<file path="src/hw/rtl/lpbc_pkg.sv">
// Package for the LRU page buffer cache: field widths, codes and the
// request and response transaction types. No dependencies.
`default_nettype none

package lpbc_pkg;

    localparam int NUM_BUFFERS_DEF = 16;

    localparam int MODE_W       = 2;
    localparam int OFFSET_W     = 32;
    localparam int SLOT_W       = 4;
    localparam int STATUS_W     = 2;
    localparam int FLAG_W       = 2;
    localparam int PAGE_SHIFT_W = 5;
    localparam int CFG_IDX_W    = 2;
    localparam int CFG_DATA_W   = 32;

    // Request modes.
    localparam logic [MODE_W-1:0] MODE_ACQUIRE = 2'd0;
    localparam logic [MODE_W-1:0] MODE_RELEASE = 2'd1;
    localparam logic [MODE_W-1:0] MODE_SYNC    = 2'd2;

    // Response status codes.
    localparam logic [STATUS_W-1:0] ST_OK         = 2'd0;
    localparam logic [STATUS_W-1:0] ST_BAD_OFFSET = 2'd1;
    localparam logic [STATUS_W-1:0] ST_NO_BUFFER  = 2'd2;

    // Buffer state flags.
    localparam logic [FLAG_W-1:0] FLAG_CLEAN  = 2'd0;
    localparam logic [FLAG_W-1:0] FLAG_DIRTY  = 2'd1;
    localparam logic [FLAG_W-1:0] FLAG_LOCKED = 2'd2;

    // Configuration register indexes.
    localparam logic [CFG_IDX_W-1:0] CFG_PAGE_SHIFT      = 2'd0;
    localparam logic [CFG_IDX_W-1:0] CFG_FILE_END        = 2'd1;
    localparam logic [CFG_IDX_W-1:0] CFG_WRITE_BACK_MODE = 2'd2;

    localparam logic [PAGE_SHIFT_W-1:0] PAGE_SHIFT_RST = 5'd10;

    typedef struct packed {
        logic [MODE_W-1:0]   mode;
        logic [OFFSET_W-1:0] page_offset;
        logic                scratch;
        logic [SLOT_W-1:0]   slot;
        logic                dirty;
    } lpbc_req_t;

    typedef struct packed {
        logic [STATUS_W-1:0] status;
        logic [SLOT_W-1:0]   result_slot;
        logic                hit;
        logic                write_out_valid;
        logic [OFFSET_W-1:0] write_out_offset;
        logic                fill_valid;
        logic [OFFSET_W-1:0] fill_offset;
        logic                last;
    } lpbc_rsp_t;

endpackage

`default_nettype wire

</file>
<file path="src/hw/rtl/lru_page_buffer_cache_core.sv">
// A real acquire passes the offset check before its scan and a scratch acquire skips it; a
// release needs no scan; a sync lasts longer by any output stall. One request is in work at
// a time, and the scan, which sets the rate, visits the tag RAM read port one buffer per
// cycle while no sync write-out waits on an output stall.
// Reset is asynchronous and immediate: all buffers become clean scratch buffers in slot
// order, with no clearing pass, since tags are only read for real pages once written.
`default_nettype none

module lru_page_buffer_cache_core #(
    parameter int NUM_BUFFERS = lpbc_pkg::NUM_BUFFERS_DEF
) (
    input  logic                                clk,
    input  logic                                rst_n,
    // Request channel.
    input  logic                                req_valid,
    output logic                                req_stall,
    input  lpbc_pkg::lpbc_req_t                 req_item,
    // Response channel.
    output logic                                rsp_valid,
    input  logic                                rsp_stall,
    output lpbc_pkg::lpbc_rsp_t                 rsp_item,
    // Configuration write channel.
    input  logic                                cfg_valid,
    output logic                                cfg_ready,
    input  logic [lpbc_pkg::CFG_IDX_W-1:0]      cfg_index,
    input  logic [lpbc_pkg::CFG_DATA_W-1:0]     cfg_data
);

    import lpbc_pkg::*;

    localparam int IDX_W = $clog2(NUM_BUFFERS);
    localparam int CNT_W = $clog2(NUM_BUFFERS + 1);
    localparam int SW    = IDX_W + SLOT_W;

    // The sequencer. A request is captured in IDLE. Real acquires first check the
    // offset. SCAN walks the recency list from least to most recent, one buffer per cycle
    // while no sync write-out stalls, with the tag read in the cycle after the list read.
    // Acquire keeps the most recent match and the least recent unlocked buffer; sync emits
    // each dirty real page as it is seen. COMMIT applies the acquire outcome, RELEASE
    // handles a release, REPLY hands a single prepared response to the output register.
    typedef enum logic [2:0] {
        S_IDLE,
        S_CHECK,
        S_SCAN,
        S_COMMIT,
        S_RELEASE,
        S_REPLY
    } state_t;

    state_t state_reg, state_next;

    // Configuration registers.
    logic [PAGE_SHIFT_W-1:0] page_shift_reg, page_shift_next;
    logic [OFFSET_W-1:0]     file_end_reg, file_end_next;
    logic                    wbm_reg, wbm_next;

    // Per-buffer flags and scratch marks.
    logic [FLAG_W-1:0] flags_reg [NUM_BUFFERS];
    logic [FLAG_W-1:0] flags_next[NUM_BUFFERS];
    logic              scr_reg   [NUM_BUFFERS];
    logic              scr_next  [NUM_BUFFERS];

    // Number of dirty real pages, kept so that sync knows its final transaction.
    logic [CNT_W-1:0] num_dirty_reg, num_dirty_next;

    // Scan control.
    logic [CNT_W-1:0] pos_reg, pos_next;
    logic             eval_valid_reg, eval_valid_next;
    logic [IDX_W-1:0] eval_slot_reg, eval_slot_next;
    logic [IDX_W-1:0] eval_pos_reg, eval_pos_next;
    logic             hit_found_reg, hit_found_next;
    logic [IDX_W-1:0] hit_slot_reg, hit_slot_next;
    logic [IDX_W-1:0] hit_pos_reg, hit_pos_next;
    logic             vic_found_reg, vic_found_next;
    logic [IDX_W-1:0] vic_slot_reg, vic_slot_next;
    logic [IDX_W-1:0] vic_pos_reg, vic_pos_next;
    logic             vic_dirty_reg, vic_dirty_next;
    logic [OFFSET_W-1:0] vic_tag_reg, vic_tag_next;
    logic [CNT_W-1:0] emit_cnt_reg, emit_cnt_next;

    // Captured request, prepared response, output register.
    lpbc_req_t req_reg, req_next;
    lpbc_rsp_t res_reg, res_next;
    logic      rsp_valid_reg, rsp_valid_next;
    lpbc_rsp_t rsp_item_reg, rsp_item_next;

    // Single-entry update of flags and scratch marks.
    logic              cm_en;
    logic [IDX_W-1:0]  cm_slot;
    logic [FLAG_W-1:0] cm_flag;
    logic              cm_scr;

    // Recency list interface.
    logic [IDX_W-1:0] ord_slot;
    logic [IDX_W-1:0] q_rank;
    logic             mv_en;
    logic             mv_lru;
    logic [IDX_W-1:0] mv_slot;
    logic [IDX_W-1:0] mv_pos;

    // Tag RAM interface.
    logic                tag_wr_en;
    logic [IDX_W-1:0]    tag_wr_addr;
    logic [OFFSET_W-1:0] tag_wr_data;
    logic [IDX_W-1:0]    tag_rd_addr;
    logic [OFFSET_W-1:0] tag_rd_data;

    // Release slot decode.
    logic [SW-1:0]    rel_slot_wide;
    logic             rel_in_range;
    logic [IDX_W-1:0] rel_idx;

    logic push_free;

    function automatic logic [SLOT_W-1:0] to_res_slot(input logic [IDX_W-1:0] s);
        logic [SW-1:0] w;
        w = {{SLOT_W{1'b0}}, s};
        return w[SLOT_W-1:0];
    endfunction

    assign rel_slot_wide = {{IDX_W{1'b0}}, req_reg.slot};
    assign rel_in_range  = rel_slot_wide < SW'(NUM_BUFFERS);
    assign rel_idx       = rel_slot_wide[IDX_W-1:0];

    // The output register can take a new transaction when it is empty or drains now.
    assign push_free = !rsp_valid_reg || !rsp_stall;

    lpbc_recency #(
        .NUM_BUFFERS(NUM_BUFFERS)
    ) u_recency (
        .clk     (clk),
        .rst_n   (rst_n),
        .rd_pos  (pos_reg[IDX_W-1:0]),
        .rd_slot (ord_slot),
        .q_slot  (rel_idx),
        .q_rank  (q_rank),
        .mv_en   (mv_en),
        .mv_lru  (mv_lru),
        .mv_slot (mv_slot),
        .mv_pos  (mv_pos)
    );

    lpbc_ram #(
        .WIDTH(OFFSET_W),
        .DEPTH(NUM_BUFFERS)
    ) u_tag_ram (
        .clk     (clk),
        .wr_en   (tag_wr_en),
        .wr_addr (tag_wr_addr),
        .wr_data (tag_wr_data),
        .rd_addr (tag_rd_addr),
        .rd_data (tag_rd_data)
    );

    always_comb
    begin
        lpbc_rsp_t         r;
        logic [OFFSET_W-1:0] align_mask;
        logic [FLAG_W-1:0] e_flag;
        logic              e_scr;
        logic              e_unlocked;
        logic              e_match;
        logic              e_dirty_real;
        logic              is_sync;
        logic              advance;
        logic [FLAG_W-1:0] nf;

        state_next      = state_reg;
        page_shift_next = page_shift_reg;
        file_end_next   = file_end_reg;
        wbm_next        = wbm_reg;
        pos_next        = pos_reg;
        eval_valid_next = eval_valid_reg;
        eval_slot_next  = eval_slot_reg;
        eval_pos_next   = eval_pos_reg;
        hit_found_next  = hit_found_reg;
        hit_slot_next   = hit_slot_reg;
        hit_pos_next    = hit_pos_reg;
        vic_found_next  = vic_found_reg;
        vic_slot_next   = vic_slot_reg;
        vic_pos_next    = vic_pos_reg;
        vic_dirty_next  = vic_dirty_reg;
        vic_tag_next    = vic_tag_reg;
        emit_cnt_next   = emit_cnt_reg;
        req_next        = req_reg;
        res_next        = res_reg;
        rsp_valid_next  = rsp_valid_reg && rsp_stall;
        rsp_item_next   = rsp_item_reg;

        cm_en       = 1'b0;
        cm_slot     = rel_idx;
        cm_flag     = FLAG_CLEAN;
        cm_scr      = 1'b0;
        mv_en       = 1'b0;
        mv_lru      = 1'b0;
        mv_slot     = rel_idx;
        mv_pos      = q_rank;
        tag_wr_en   = 1'b0;
        tag_wr_addr = rel_idx;
        tag_wr_data = req_reg.page_offset;
        tag_rd_addr = ord_slot;

        r          = '0;
        r.last     = 1'b1;
        align_mask = ~({OFFSET_W{1'b1}} << page_shift_reg);
        e_flag       = flags_reg[eval_slot_reg];
        e_scr        = scr_reg[eval_slot_reg];
        e_unlocked   = e_flag != FLAG_LOCKED;
        e_dirty_real = !e_scr && (e_flag == FLAG_DIRTY);
        e_match      = req_reg.scratch ? e_scr
                                       : (!e_scr && (tag_rd_data == req_reg.page_offset));
        is_sync      = req_reg.mode == MODE_SYNC;
        advance      = !(eval_valid_reg && is_sync && e_dirty_real && !push_free);
        nf           = FLAG_CLEAN;

        // The user must write configuration only while the block is idle; the block does not enforce it.
        if (cfg_valid)
        begin
            unique case (cfg_index)
                CFG_PAGE_SHIFT:      page_shift_next = cfg_data[PAGE_SHIFT_W-1:0];
                CFG_FILE_END:        file_end_next   = cfg_data[OFFSET_W-1:0];
                CFG_WRITE_BACK_MODE: wbm_next        = cfg_data[0];
                default:             ;
            endcase
        end

        unique case (state_reg)
            S_IDLE:
            begin
                if (req_valid)
                begin
                    req_next       = req_item;
                    pos_next       = '0;
                    eval_valid_next = 1'b0;
                    hit_found_next = 1'b0;
                    vic_found_next = 1'b0;
                    emit_cnt_next  = '0;
                    unique case (req_item.mode)
                        MODE_ACQUIRE:
                        begin
                            state_next = req_item.scratch ? S_SCAN : S_CHECK;
                        end
                        MODE_RELEASE:
                        begin
                            state_next = S_RELEASE;
                        end
                        MODE_SYNC:
                        begin
                            if (num_dirty_reg == '0)
                            begin
                                res_next   = r;
                                state_next = S_REPLY;
                            end
                            else
                            begin
                                state_next = S_SCAN;
                            end
                        end
                        default:
                        begin
                            res_next   = r;
                            state_next = S_REPLY;
                        end
                    endcase
                end
            end

            S_CHECK:
            begin
                if ((req_reg.page_offset == '0) || (req_reg.page_offset >= file_end_reg)
                    || ((req_reg.page_offset & align_mask) != '0))
                begin
                    r.status   = ST_BAD_OFFSET;
                    res_next   = r;
                    state_next = S_REPLY;
                end
                else
                begin
                    state_next = S_SCAN;
                end
            end

            S_SCAN:
            begin
                if (eval_valid_reg)
                begin
                    if (is_sync)
                    begin
                        if (e_dirty_real && push_free)
                        begin
                            r.result_slot      = to_res_slot(eval_slot_reg);
                            r.write_out_valid  = 1'b1;
                            r.write_out_offset = tag_rd_data;
                            r.last = (emit_cnt_reg + CNT_W'(1)) == num_dirty_reg;
                            rsp_valid_next     = 1'b1;
                            rsp_item_next      = r;
                            emit_cnt_next      = emit_cnt_reg + CNT_W'(1);
                        end
                    end
                    else
                    begin
                        // Later matches are more recent, so the last one wins.
                        if (e_unlocked && e_match)
                        begin
                            hit_found_next = 1'b1;
                            hit_slot_next  = eval_slot_reg;
                            hit_pos_next   = eval_pos_reg;
                        end
                        if (e_unlocked && !vic_found_reg)
                        begin
                            vic_found_next = 1'b1;
                            vic_slot_next  = eval_slot_reg;
                            vic_pos_next   = eval_pos_reg;
                            vic_dirty_next = e_dirty_real;
                            vic_tag_next   = tag_rd_data;
                        end
                    end
                end

                if (advance)
                begin
                    if (pos_reg < CNT_W'(NUM_BUFFERS))
                    begin
                        tag_rd_addr     = ord_slot;
                        eval_valid_next = 1'b1;
                        eval_slot_next  = ord_slot;
                        eval_pos_next   = pos_reg[IDX_W-1:0];
                        pos_next        = pos_reg + CNT_W'(1);
                    end
                    else
                    begin
                        eval_valid_next = 1'b0;
                        if (!eval_valid_reg)
                        begin
                            state_next = is_sync ? S_IDLE : S_COMMIT;
                        end
                    end
                end
                else
                begin
                    // Hold the tag read so the stalled entry sees the same data.
                    tag_rd_addr = eval_slot_reg;
                end
            end

            S_COMMIT:
            begin
                if (hit_found_reg)
                begin
                    r.result_slot = to_res_slot(hit_slot_reg);
                    r.hit         = 1'b1;
                    mv_en         = 1'b1;
                    mv_slot       = hit_slot_reg;
                    mv_pos        = hit_pos_reg;
                    if (req_reg.scratch)
                    begin
                        cm_en   = 1'b1;
                        cm_slot = hit_slot_reg;
                        cm_flag = FLAG_LOCKED;
                        cm_scr  = 1'b1;
                        mv_lru  = 1'b1;
                    end
                end
                else if (!vic_found_reg)
                begin
                    r.status = ST_NO_BUFFER;
                end
                else
                begin
                    r.result_slot      = to_res_slot(vic_slot_reg);
                    r.write_out_valid  = vic_dirty_reg;
                    r.write_out_offset = vic_dirty_reg ? vic_tag_reg : '0;
                    cm_en   = 1'b1;
                    cm_slot = vic_slot_reg;
                    mv_en   = 1'b1;
                    mv_slot = vic_slot_reg;
                    mv_pos  = vic_pos_reg;
                    if (req_reg.scratch)
                    begin
                        cm_flag = FLAG_LOCKED;
                        cm_scr  = 1'b1;
                        mv_lru  = 1'b1;
                    end
                    else
                    begin
                        r.fill_valid  = 1'b1;
                        r.fill_offset = req_reg.page_offset;
                        cm_flag       = FLAG_CLEAN;
                        cm_scr        = 1'b0;
                        tag_wr_en     = 1'b1;
                        tag_wr_addr   = vic_slot_reg;
                    end
                end
                res_next   = r;
                state_next = S_REPLY;
            end

            S_RELEASE:
            begin
                r.result_slot = req_reg.slot;
                if (rel_in_range)
                begin
                    cm_en   = 1'b1;
                    mv_en   = 1'b1;
                    if (req_reg.scratch)
                    begin
                        cm_flag = FLAG_CLEAN;
                        cm_scr  = 1'b1;
                        mv_lru  = 1'b1;
                    end
                    else
                    begin
                        if (req_reg.dirty)
                        begin
                            nf = FLAG_DIRTY;
                        end
                        else if (flags_reg[rel_idx] == FLAG_LOCKED)
                        begin
                            nf = FLAG_CLEAN;
                        end
                        else
                        begin
                            nf = flags_reg[rel_idx];
                        end
                        // Write-through: report the page and keep the buffer clean.
                        if (!wbm_reg && (nf == FLAG_DIRTY))
                        begin
                            r.write_out_valid  = 1'b1;
                            r.write_out_offset = req_reg.page_offset;
                            nf                 = FLAG_CLEAN;
                        end
                        cm_flag   = nf;
                        cm_scr    = 1'b0;
                        tag_wr_en = 1'b1;
                    end
                end
                res_next   = r;
                state_next = S_REPLY;
            end

            S_REPLY:
            begin
                if (push_free)
                begin
                    rsp_valid_next = 1'b1;
                    rsp_item_next  = res_reg;
                    state_next     = S_IDLE;
                end
            end

            default:
            begin
                state_next = S_IDLE;
            end
        endcase
    end

    // Flag update and dirty page count.
    always_comb
    begin
        logic old_dirty;
        logic new_dirty;

        old_dirty = !scr_reg[cm_slot] && (flags_reg[cm_slot] == FLAG_DIRTY);
        new_dirty = !cm_scr && (cm_flag == FLAG_DIRTY);

        for (int i = 0; i < NUM_BUFFERS; i++)
        begin
            flags_next[i] = flags_reg[i];
            scr_next[i]   = scr_reg[i];
            if (cm_en && (IDX_W'(i) == cm_slot))
            begin
                flags_next[i] = cm_flag;
                scr_next[i]   = cm_scr;
            end
        end

        num_dirty_next = num_dirty_reg;
        if (cm_en && old_dirty && !new_dirty)
        begin
            num_dirty_next = num_dirty_reg - CNT_W'(1);
        end
        else if (cm_en && !old_dirty && new_dirty)
        begin
            num_dirty_next = num_dirty_reg + CNT_W'(1);
        end
    end

    // Control state.
    always_ff @(posedge clk or negedge rst_n)
    begin
        if (!rst_n)
        begin
            state_reg      <= S_IDLE;
            page_shift_reg <= PAGE_SHIFT_RST;
            file_end_reg   <= '0;
            wbm_reg        <= 1'b0;
            for (int i = 0; i < NUM_BUFFERS; i++)
            begin
                flags_reg[i] <= FLAG_CLEAN;
                scr_reg[i]   <= 1'b1;
            end
            num_dirty_reg  <= '0;
            pos_reg        <= '0;
            eval_valid_reg <= 1'b0;
            hit_found_reg  <= 1'b0;
            vic_found_reg  <= 1'b0;
            emit_cnt_reg   <= '0;
            rsp_valid_reg  <= 1'b0;
        end
        else
        begin
            state_reg      <= state_next;
            page_shift_reg <= page_shift_next;
            file_end_reg   <= file_end_next;
            wbm_reg        <= wbm_next;
            flags_reg      <= flags_next;
            scr_reg        <= scr_next;
            num_dirty_reg  <= num_dirty_next;
            pos_reg        <= pos_next;
            eval_valid_reg <= eval_valid_next;
            hit_found_reg  <= hit_found_next;
            vic_found_reg  <= vic_found_next;
            emit_cnt_reg   <= emit_cnt_next;
            rsp_valid_reg  <= rsp_valid_next;
        end
    end

    // Payload registers.
    always_ff @(posedge clk)
    begin
        req_reg       <= req_next;
        res_reg       <= res_next;
        eval_slot_reg <= eval_slot_next;
        eval_pos_reg  <= eval_pos_next;
        hit_slot_reg  <= hit_slot_next;
        hit_pos_reg   <= hit_pos_next;
        vic_slot_reg  <= vic_slot_next;
        vic_pos_reg   <= vic_pos_next;
        vic_dirty_reg <= vic_dirty_next;
        vic_tag_reg   <= vic_tag_next;
        rsp_item_reg  <= rsp_item_next;
    end

    // One request at a time: a new transaction is taken only in IDLE.
    assign req_stall = state_reg != S_IDLE;
    assign rsp_valid = rsp_valid_reg;
    assign rsp_item  = rsp_item_reg;
    assign cfg_ready = 1'b1;

endmodule

`default_nettype wire

</file>
<file path="src/hw/rtl/lpbc_ram.sv">
// Generic single write port, single read port RAM with registered read data.
// No dependencies.
`default_nettype none

module lpbc_ram #(
    parameter int WIDTH = 32,
    parameter int DEPTH = 16
) (
    input  logic                     clk,
    input  logic                     wr_en,
    input  logic [$clog2(DEPTH)-1:0] wr_addr,
    input  logic [WIDTH-1:0]         wr_data,
    input  logic [$clog2(DEPTH)-1:0] rd_addr,
    output logic [WIDTH-1:0]         rd_data
);

    logic [WIDTH-1:0] mem_reg [DEPTH];
    logic [WIDTH-1:0] rd_data_reg;

    always_ff @(posedge clk)
    begin
        if (wr_en)
        begin
            mem_reg[wr_addr] <= wr_data;
        end
        rd_data_reg <= mem_reg[rd_addr];
    end

    assign rd_data = rd_data_reg;

endmodule

`default_nettype wire

</file>
<file path="src/hw/rtl/lpbc_recency.sv">
// Recency order of the buffers: a position-to-slot list and a slot-to-rank map,
// both updated by one move to either end per cycle. Depends on lpbc_pkg.
`default_nettype none

module lpbc_recency #(
    parameter int NUM_BUFFERS = lpbc_pkg::NUM_BUFFERS_DEF
) (
    input  logic                           clk,
    input  logic                           rst_n,
    input  logic [$clog2(NUM_BUFFERS)-1:0] rd_pos,
    output logic [$clog2(NUM_BUFFERS)-1:0] rd_slot,
    input  logic [$clog2(NUM_BUFFERS)-1:0] q_slot,
    output logic [$clog2(NUM_BUFFERS)-1:0] q_rank,
    input  logic                           mv_en,
    input  logic                           mv_lru,
    input  logic [$clog2(NUM_BUFFERS)-1:0] mv_slot,
    input  logic [$clog2(NUM_BUFFERS)-1:0] mv_pos
);

    import lpbc_pkg::*;

    localparam int IDX_W = $clog2(NUM_BUFFERS);

    logic [IDX_W-1:0] ord_reg  [NUM_BUFFERS];
    logic [IDX_W-1:0] ord_next [NUM_BUFFERS];
    logic [IDX_W-1:0] rank_reg [NUM_BUFFERS];
    logic [IDX_W-1:0] rank_next[NUM_BUFFERS];
    logic [IDX_W-1:0] lo_src   [NUM_BUFFERS];
    logic [IDX_W-1:0] hi_src   [NUM_BUFFERS];

    // Source of each position when the list shifts toward the MRU end (lo_src)
    // or toward the LRU end (hi_src); the moved slot enters at the far end.
    for (genvar q = 0; q < NUM_BUFFERS; q++)
    begin : g_src
        if (q == 0)
        begin : g_first
            assign lo_src[q] = mv_slot;
        end
        else
        begin : g_lo
            assign lo_src[q] = ord_reg[q-1];
        end
        if (q == NUM_BUFFERS - 1)
        begin : g_last
            assign hi_src[q] = mv_slot;
        end
        else
        begin : g_hi
            assign hi_src[q] = ord_reg[q+1];
        end
    end

    always_comb
    begin
        for (int i = 0; i < NUM_BUFFERS; i++)
        begin
            ord_next[i]  = ord_reg[i];
            rank_next[i] = rank_reg[i];
            if (mv_en)
            begin
                if (mv_lru && (IDX_W'(i) <= mv_pos))
                begin
                    ord_next[i] = lo_src[i];
                end
                if (!mv_lru && (IDX_W'(i) >= mv_pos))
                begin
                    ord_next[i] = hi_src[i];
                end
                if (IDX_W'(i) == mv_slot)
                begin
                    rank_next[i] = mv_lru ? '0 : IDX_W'(NUM_BUFFERS - 1);
                end
                else if (mv_lru && (rank_reg[i] < mv_pos))
                begin
                    rank_next[i] = rank_reg[i] + IDX_W'(1);
                end
                else if (!mv_lru && (rank_reg[i] > mv_pos))
                begin
                    rank_next[i] = rank_reg[i] - IDX_W'(1);
                end
            end
        end
    end

    always_ff @(posedge clk or negedge rst_n)
    begin
        if (!rst_n)
        begin
            for (int i = 0; i < NUM_BUFFERS; i++)
            begin
                ord_reg[i]  <= IDX_W'(i);
                rank_reg[i] <= IDX_W'(i);
            end
        end
        else
        begin
            ord_reg  <= ord_next;
            rank_reg <= rank_next;
        end
    end

    assign rd_slot = ord_reg[rd_pos];
    assign q_rank  = rank_reg[q_slot];

endmodule

`default_nettype wire

</file>
<file path="config.mk">
export PLATFORM = sky130hd
export DESIGN_NAME = lru_page_buffer_cache_core
export DESIGN_NICKNAME = d
export VERILOG_FILES = /design/src/hw/rtl/lpbc_pkg.sv /design/src/hw/rtl/lru_page_buffer_cache_core.sv /design/src/hw/rtl/lpbc_ram.sv /design/src/hw/rtl/lpbc_recency.sv
export SDC_FILE = /design/constraint.sdc
export NUM_CORES = 2
export LEC_CHECK = 0
export CORE_AREA = 5 5 291 293
export CTS_CLUSTER_DIAMETER = 150
export DETAILED_ROUTE_END_ITERATION = 8
export DIE_AREA = 0 0 296 298
export DONT_BUFFER_PORTS = 1
export HOLD_SLACK_MARGIN = 0.08
export PLACE_DENSITY = 0.76
export SLEW_MARGIN = 20
export SYNTH_ARGS = -nofsm -noshare
export SYNTH_HDL_FRONTEND = slang
export SYNTH_SLANG_ARGS = --single-unit
export TNS_END_PERCENT = 50
</file>
<file path="constraint.sdc">
create_clock -name clk -period 8.07 [get_ports clk]
set_input_delay 0.4035 -clock clk [delete_from_list [all_inputs] [get_ports clk]]
set_output_delay 0.4035 -clock clk [all_outputs]
set_load 0.01 [all_outputs]
</file>
Yosys cells after proc, flatten, opt, wreduce, memory -nomap -nowiden
Memories as Yosys holds them, arrays and structs flattened. A register that Yosys moved wholly into a read port is not among the register bits.
Cells that the tools add are included.
- bits in registers: 481
- RAM bits: 512
- bits of input ports: 79
- output and inout bits: 77
- word-level logic and storage cells: 695
- memories kept: 1
- add/sub/neg operators: 36
- order comparisons: 71
- eq/ne operators: 63
- shift operators: 1
- multiplexer cells: 208
- bitwise logic cells: 8
- reductions and logical operators: 203
- memory list (name ; depth ; bits a word ; read ports ; clocked after memory_dff ; wr ports ; RTL line ; text):
    u_tag_ram.mem_reg ; 16 ; 32 ; 1 ; 1 ; 1 ; lpbc_ram.sv:17 ; logic [WIDTH-1:0] mem_reg [DEPTH];
- operator list (cell ; count):
    two-way mux 74 bit ; 7
    two-way mux 4 bit ; 102
    one-hot mux 74 bit (2 select lines) ; 2
    one-hot mux 74 bit (4 select lines) ; 1
    two-way mux 33 bit ; 4
    two-way mux 66 bit ; 2
    logical AND 1 bit ; 96
    AND reduction 2 bit ; 36
    adder 4 x 1 -> 4 bit, second input constant ; 16
    == test 4 bit, first input constant ; 16
    > comparator 4 bit ; 16
    < comparator 4 bit ; 16
    subtractor 4 x 1 -> 4 bit, second input constant ; 16
    nonzero test 3 bit ; 17
    two-way mux 2 bit ; 21
    two-way mux 5 bit ; 8
    nonzero test 2 bit ; 19
    two-way mux 1 bit ; 33
    AND 32 bit ; 1
    binary-select mux 4 bit (select 4 bit) ; 2
    == test 3 x 4 -> 1 bit, first input constant ; 8
    == test 32 bit ; 1
    greater-or-equal comparator 32 bit ; 1
    greater-or-equal comparator 4 bit, first input constant ; 8
    other kinds (48) ; 141

Depth between registers and ports, before layout
- depth after elaboration: 21
- mapped depth: 20
- gate-level depth less buffers: 18

By module
From an unflattened synthesis, not the netlist that was laid out.
- cell total of the unflattened synthesis: 3318
- area, all modules: 47992.3 sq um
- modules (own cells, without submodules) (module ; times used ; cells an instance ; area each (sq um) ; sequential area each (sq um)):
    lpbc_ram ; 1 ; 838 ; 19835.3 ; 16015.4
    lru_page_buffer_cache_core ; 1 ; 1334 ; 16859.9 ; 10052.1
    lpbc_recency ; 1 ; 1146 ; 11297.1 ; 3283.1

Worst setup path after synthesis
Ideal clock, no wire load.
- path kind: register to register
- start: reg eval_slot_reg[0]
- end: reg rsp_item_reg (netlist bit rsp_item[0]), enable pin
- setup time: 0.630 ns
- arrival: 7.498 ns
- data required time: 7.440 ns
- slack: -0.059 ns
- stages on the path, launching flop included: 9
- buffers on the path: 2
- period minus slack after synthesis: 8.129 ns
- cells stage by stage: edfxtp_1 buf_6 buf_6 mux4_2 a22oi_1 nand3_2 nor3_1 nand2_1 a222oi_1
- longest elaborated chain between the ends: 9
- elaborated cells between the ends (all ways): 13
- those cells by class: eq/ne: 2; mux: 6; bitwise: 1; reduce/logical: 4
- ends and longest elaborated chain (element ; RTL line ; text):
    start, declared ; lru_page_buffer_cache_core.sv:69 ; logic [IDX_W-1:0] eval_slot_reg, eval_slot_next;
    start signal, assigned ; lru_page_buffer_cache_core.sv:534 ; eval_slot_reg <= eval_slot_next;
    NOT 4 -> 5 bit (not written as such) (*) ; lru_page_buffer_cache_core.sv:206, lru_page_buffer_cache_core.sv:207 ;
    binary-select mux 2 bit (select 4 bit) / binary-select mux 1 bit (select 4 bit) (equally long branches) ; lru_page_buffer_cache_core.sv:206, lru_page_buffer_cache_core.sv:207 ;
    two-way mux 2 bit (not written as such) / two-way mux 1 bit (equally long branches) (2 in a row) ; lru_page_buffer_cache_core.sv:206, lru_page_buffer_cache_core.sv:207 ;
    == test 2 x 1 -> 1 bit / logical NOT 1 bit (equally long branches) ; lru_page_buffer_cache_core.sv:209 ; e_dirty_real = !e_scr && (e_flag == FLAG_DIRTY);
    logical AND 1 bit (*) ; lru_page_buffer_cache_core.sv:209 ;
    logical AND 1 bit (*) ; lru_page_buffer_cache_core.sv:289 ; if (e_dirty_real && push_free)
    inequality test 2 bit (no line) (*) ; - ;
    AND reduction 5 bit (no line) (*) ; - ;
    end signal, assigned ; lru_page_buffer_cache_core.sv:542 ; rsp_item_reg <= rsp_item_next;
    end, declared ; lru_page_buffer_cache_core.sv:85 ; lpbc_rsp_t rsp_item_reg, rsp_item_next;
Mark *: on every way between the ends. The rest lies on a longest branch, timed or not. The select of a mux whose other input is x is not followed.
A chain may end at the register's enable or synchronous reset.

Worst setup path in the final report
- start: reg req_reg (netlist bit rel_idx[0])
- end: reg u_recency.rank_reg[35] (netlist name)
- longest elaborated chain between the ends: 11
- elaborated cells between the ends (all ways): 26
- those cells by class: order compare: 3; eq/ne: 1; mux: 16; bitwise: 1; reduce/logical: 5
- ends and longest elaborated chain (element ; RTL line ; text):
    start, declared ; lru_page_buffer_cache_core.sv:82 ; lpbc_req_t req_reg, req_next;
    start signal, assigned ; lru_page_buffer_cache_core.sv:532 ; req_reg <= req_next;
    NOT 4 -> 5 bit (not written as such) ; lpbc_recency.sv:103 ; assign q_rank = rank_reg[q_slot];
    binary-select mux 4 bit (select 4 bit) ; lpbc_recency.sv:103 ;
    two-way mux 4 bit (not written as such) (2 in a row) ; lpbc_recency.sv:103 ;
    two-way mux 4 bit ; lru_page_buffer_cache_core.sv:364 ; else if (!vic_found_reg)
    two-way mux 4 bit ; lru_page_buffer_cache_core.sv:348 ; if (hit_found_reg)
    two-way mux 4 bit ; lru_page_buffer_cache_core.sv:227 ; unique case (state_reg)
    > comparator 4 bit / < comparator 4 bit (equally long branches) ; lpbc_recency.sv:77, lpbc_recency.sv:73 ;
    logical AND 1 bit (on tied branches) ; lpbc_recency.sv:77, lpbc_recency.sv:73 ;
    nonzero test 3 bit (no line) / two-way mux 4 bit (equally long branches) ; - ;
    AND reduction 2 bit (no line) / two-way mux 4 bit (equally long branches) ; - ;
    end signal, assigned by index ; lpbc_recency.sv:92 ; rank_reg[i] <= IDX_W'(i);
    end signal, assigned ; lpbc_recency.sv:98 ; rank_reg <= rank_next;
    end, declared ; lpbc_recency.sv:26 ; logic [IDX_W-1:0] rank_reg [NUM_BUFFERS];
Parallel ways exist; a longest one is shown, timed or not. The select of a mux whose other input is x is not followed.

==> qor.yml <==
power_density_mw_per_mm2: 386
tightest_slew_ps: 1100
critPathSlowestCell: "edfxtp_1"
r2r-start: "rel_idx[0]$_DFFE_PP_"
slew_headroom_pct: 26.1
root_buffer: "clkbuf_16"
ys.flop_type: "edfxtp_1"
leakagePower_nw: 19.6
drv_slew: 0
final_common_cell: "edfxtp_1"
fp-row-count: 105
areaGrowthSynthToFinish_pct: 11.7
drtIter0Drc: 3570
nFillCells: 5725
critPathRequiredTime_ps: 8620
fin_crit_ps: 5580
cpPeakStageDelay_ps: 910
io_pins: 156
insertion_delay_ps: 690
ir_worst_vdd_mv: 0.377
yosys.area.top_type: "edfxtp_1"
initial_utilization_pct: 57.6
synth_cell_types: 88
arrival_ps: 6130
drt_wl_total_mm: 124
cts.sinks: 1024
portBuffers: 0
async_reset_ff_share_pct: 23.0
crit_path_end_kind: "flop"
rsz0062_at_grt: "false"
path_buf_inv: 2
die_y_um: 298
crit_path_cell_trace: "buf_4, mux4_2, mux2i_1, o22ai_1, nor2_2, buf_4, ha_1, nor2b_1, o21ai_0, nand2b_1, a21oi_1, nand2_1, ha_1, a21o_1, a21oi_1, nand2_1, o21ba_2, o221a_2"
cap_viol_max_count: 0
grt_pass1_wl_mm: 187
finalClockSkew_ps: 63.8
dp_cells: 4436
synth-seq-cells: 1024
status: "finished clean"
critPathMaxFanout: 15
ys_warn_count: 0
setup_tns_ps: 0
dr.pass1.iters: 5
multi_input_area_mm2: 0.0166
hold_path.class: "in -> reg"
die-width_um: 296
worstSetupStartpoint: "rel_idx[0]$_DFFE_PP_"
postSynthCellCount: 3425
critPathTopFamily: "compound AO/OA/AOI/OAI gates"
grt_pass1_vias: 29900
whs_ps: 107
wire_per_inst_um: 26.4
cts_max_level: 3
syn_nets: 3654
final-seq-area_mm2: 0.0294
grt_max_degree: 237
dp_hpwl_mm: 76.3
start_kind: "flop"
dieArea_mm2: 0.0882
path_class: "reg -> reg"
r2r_setup_slack_ps: 2490
setup_viol: 0
max_freq_ghz: 0.179
cts_tree: "yes"
syn_area_mm2: 0.0470
cts_resized: 0
yosysTopAreaCellShare_pct: 48.3
synth_area_leaders: "edfxtp_1 (48%), dfrtp_1 (8.2%), mux2i_1 (6.5%), dfstp_2 (4.6%), ha_1 (3.5%)"
synth_edf_count: 756
hold_start: "req_valid"
post_layout_nonfiller_instances: 4717
totalPowerFinal_mw: 20.3
ant_nets: 0
core-area_mm2: 0.0816
vias_per_cell: 6.42
seq_area_frac_synth_pct: 62.4
finalHoldViolCount: 0
numCtsBuffers: 100
num_vias: 30300
clk_pin_slew_ps: 60
drc: 0
mostFrequentLayoutCells: "edfxtp_1 (756), mux2i_1 (307), nand2_1 (299)"
grt-ovfl-total: 0
drive_above_1_share_pct: 15.2
gr-usage-all-layers_pct: 27.7
clock_path_buffers: 3
routabilityCongestion: 0.898
largest_reg_flops: 512
syn_area_per_cell_um2: 13.7
antenna_found_initial: 18
hold_buffers: 82
fin_nets: 3780
period_share_pct: 69.2
post-cts-setup-buffer-count: 0
==> cell usage after synthesis (14+ instances only) <==
cell type and number:
edfxtp_1 756, mux2i_1 307, nand2_1 299, nor2_1 180, a21oi_1 158, o22ai_1 155
dfrtp_1 154, ha_1 133, o21ai_0 122, mux2_2 109, inv_1 84, dfstp_2 82
clkbuf_1 72, a21o_1 58, mux4_2 56, and2_1 51, xnor2_1 51, nand3_1 48
and3_1 38, a22o_1 35, or4_1 35, buf_2 34, dfxtp_1 32, nor3_1 27
nor2b_1 25, nand2b_1 23, nand4_1 21, a22oi_1 18, fa_1 17, xor2_1 17
o31ai_1 15, nand3b_1 14, nor4_1 14
==> worst reg2reg max path, cell delays in order, from the launching register on <==
cell	delay, ps
edfxtp_1	910
buf_4	430
mux4_2	540
mux2i_1	150
o22ai_1	160
nor2_2	410
buf_4	310
ha_1	280
nor2b_1	130
o21ai_0	150
nand2b_1	80
a21oi_1	340
nand2_1	210
ha_1	360
a21o_1	180
a21oi_1	300
nand2_1	90
o21ba_2	200
o221a_2	230
==> layer usage <==
metal  GRT usage, %  part of all wire, %  wire length (um)
met3           6.03                  9.9             12400
met5              0                0.051                63
met4           8.39                  3.1              3910
met2           44.9                   48             59400
met1           38.1                   39             48700
==> area by class of cell <==
cell class	count	area share (%)
Clock inverter	41	0.870
Inverter	85	0.608
Clock buffer	147	5.54
Antenna cell	10	0.0477
Tap cell	1070	2.55
Timing Repair Buffer	169	2.93
Multi-Input combinational cell	2171	31.5
Sequential cell	1024	55.9
==> metrics by stage <==
step                      utilization, %  area, um^2  setup slack [ps]
after global routing                64.3       52500              2070
after global placement              59.1       48200              2750
final                               64.3       52500              2490
after CTS                           64.3       52400              2540
after floorplan                        -       47000              40.1
after detailed placement            59.1       48200              2560
==> report_power, final <==
part / internal [mW] / leakage, nW / switching, mW
Sequential: 7.09 / 9.99 / 1.02
Clock: 2.74 / 1.65 / 2.01
Combinational: 3.06 / 7.92 / 4.36
Total: 12.9 / 19.6 / 7.39
==> logic make-up (layout without fill, tap and decap cells) <==
family	after synthesis	after routing	synth area share, %
buffers and inverters	230	442	2.73
adders and majority gates	151	151	4.29
AOI/OAI and AO/OA	667	667	9.07
muxes	473	473	11.9
xor gates and xnor gates	68	68	1.27
DFF	1024	1024	62.4
and+or+nand+nor	811	811	8.32
other	1	11	0.00798
==> final timing paths <==
kind,end,depth (start not counted)
min in group asynchronous,u_recency.rank_reg[61]$_DFFE_PN0P_,2
hold / removal,emit_cnt_reg[3]$_DFFE_PN0P_,3
max in group asynchronous,u_recency.hi_src[48]$_DFFE_PN0P_,3
setup / recovery,u_recency.rank_reg[35]$_DFFE_PN0P_,18
hold reg to reg,vic_pos_reg[1]$_DFFE_PP_,0
setup reg to reg,u_recency.rank_reg[35]$_DFFE_PN0P_,18
(Power assumes the default switching activity.)
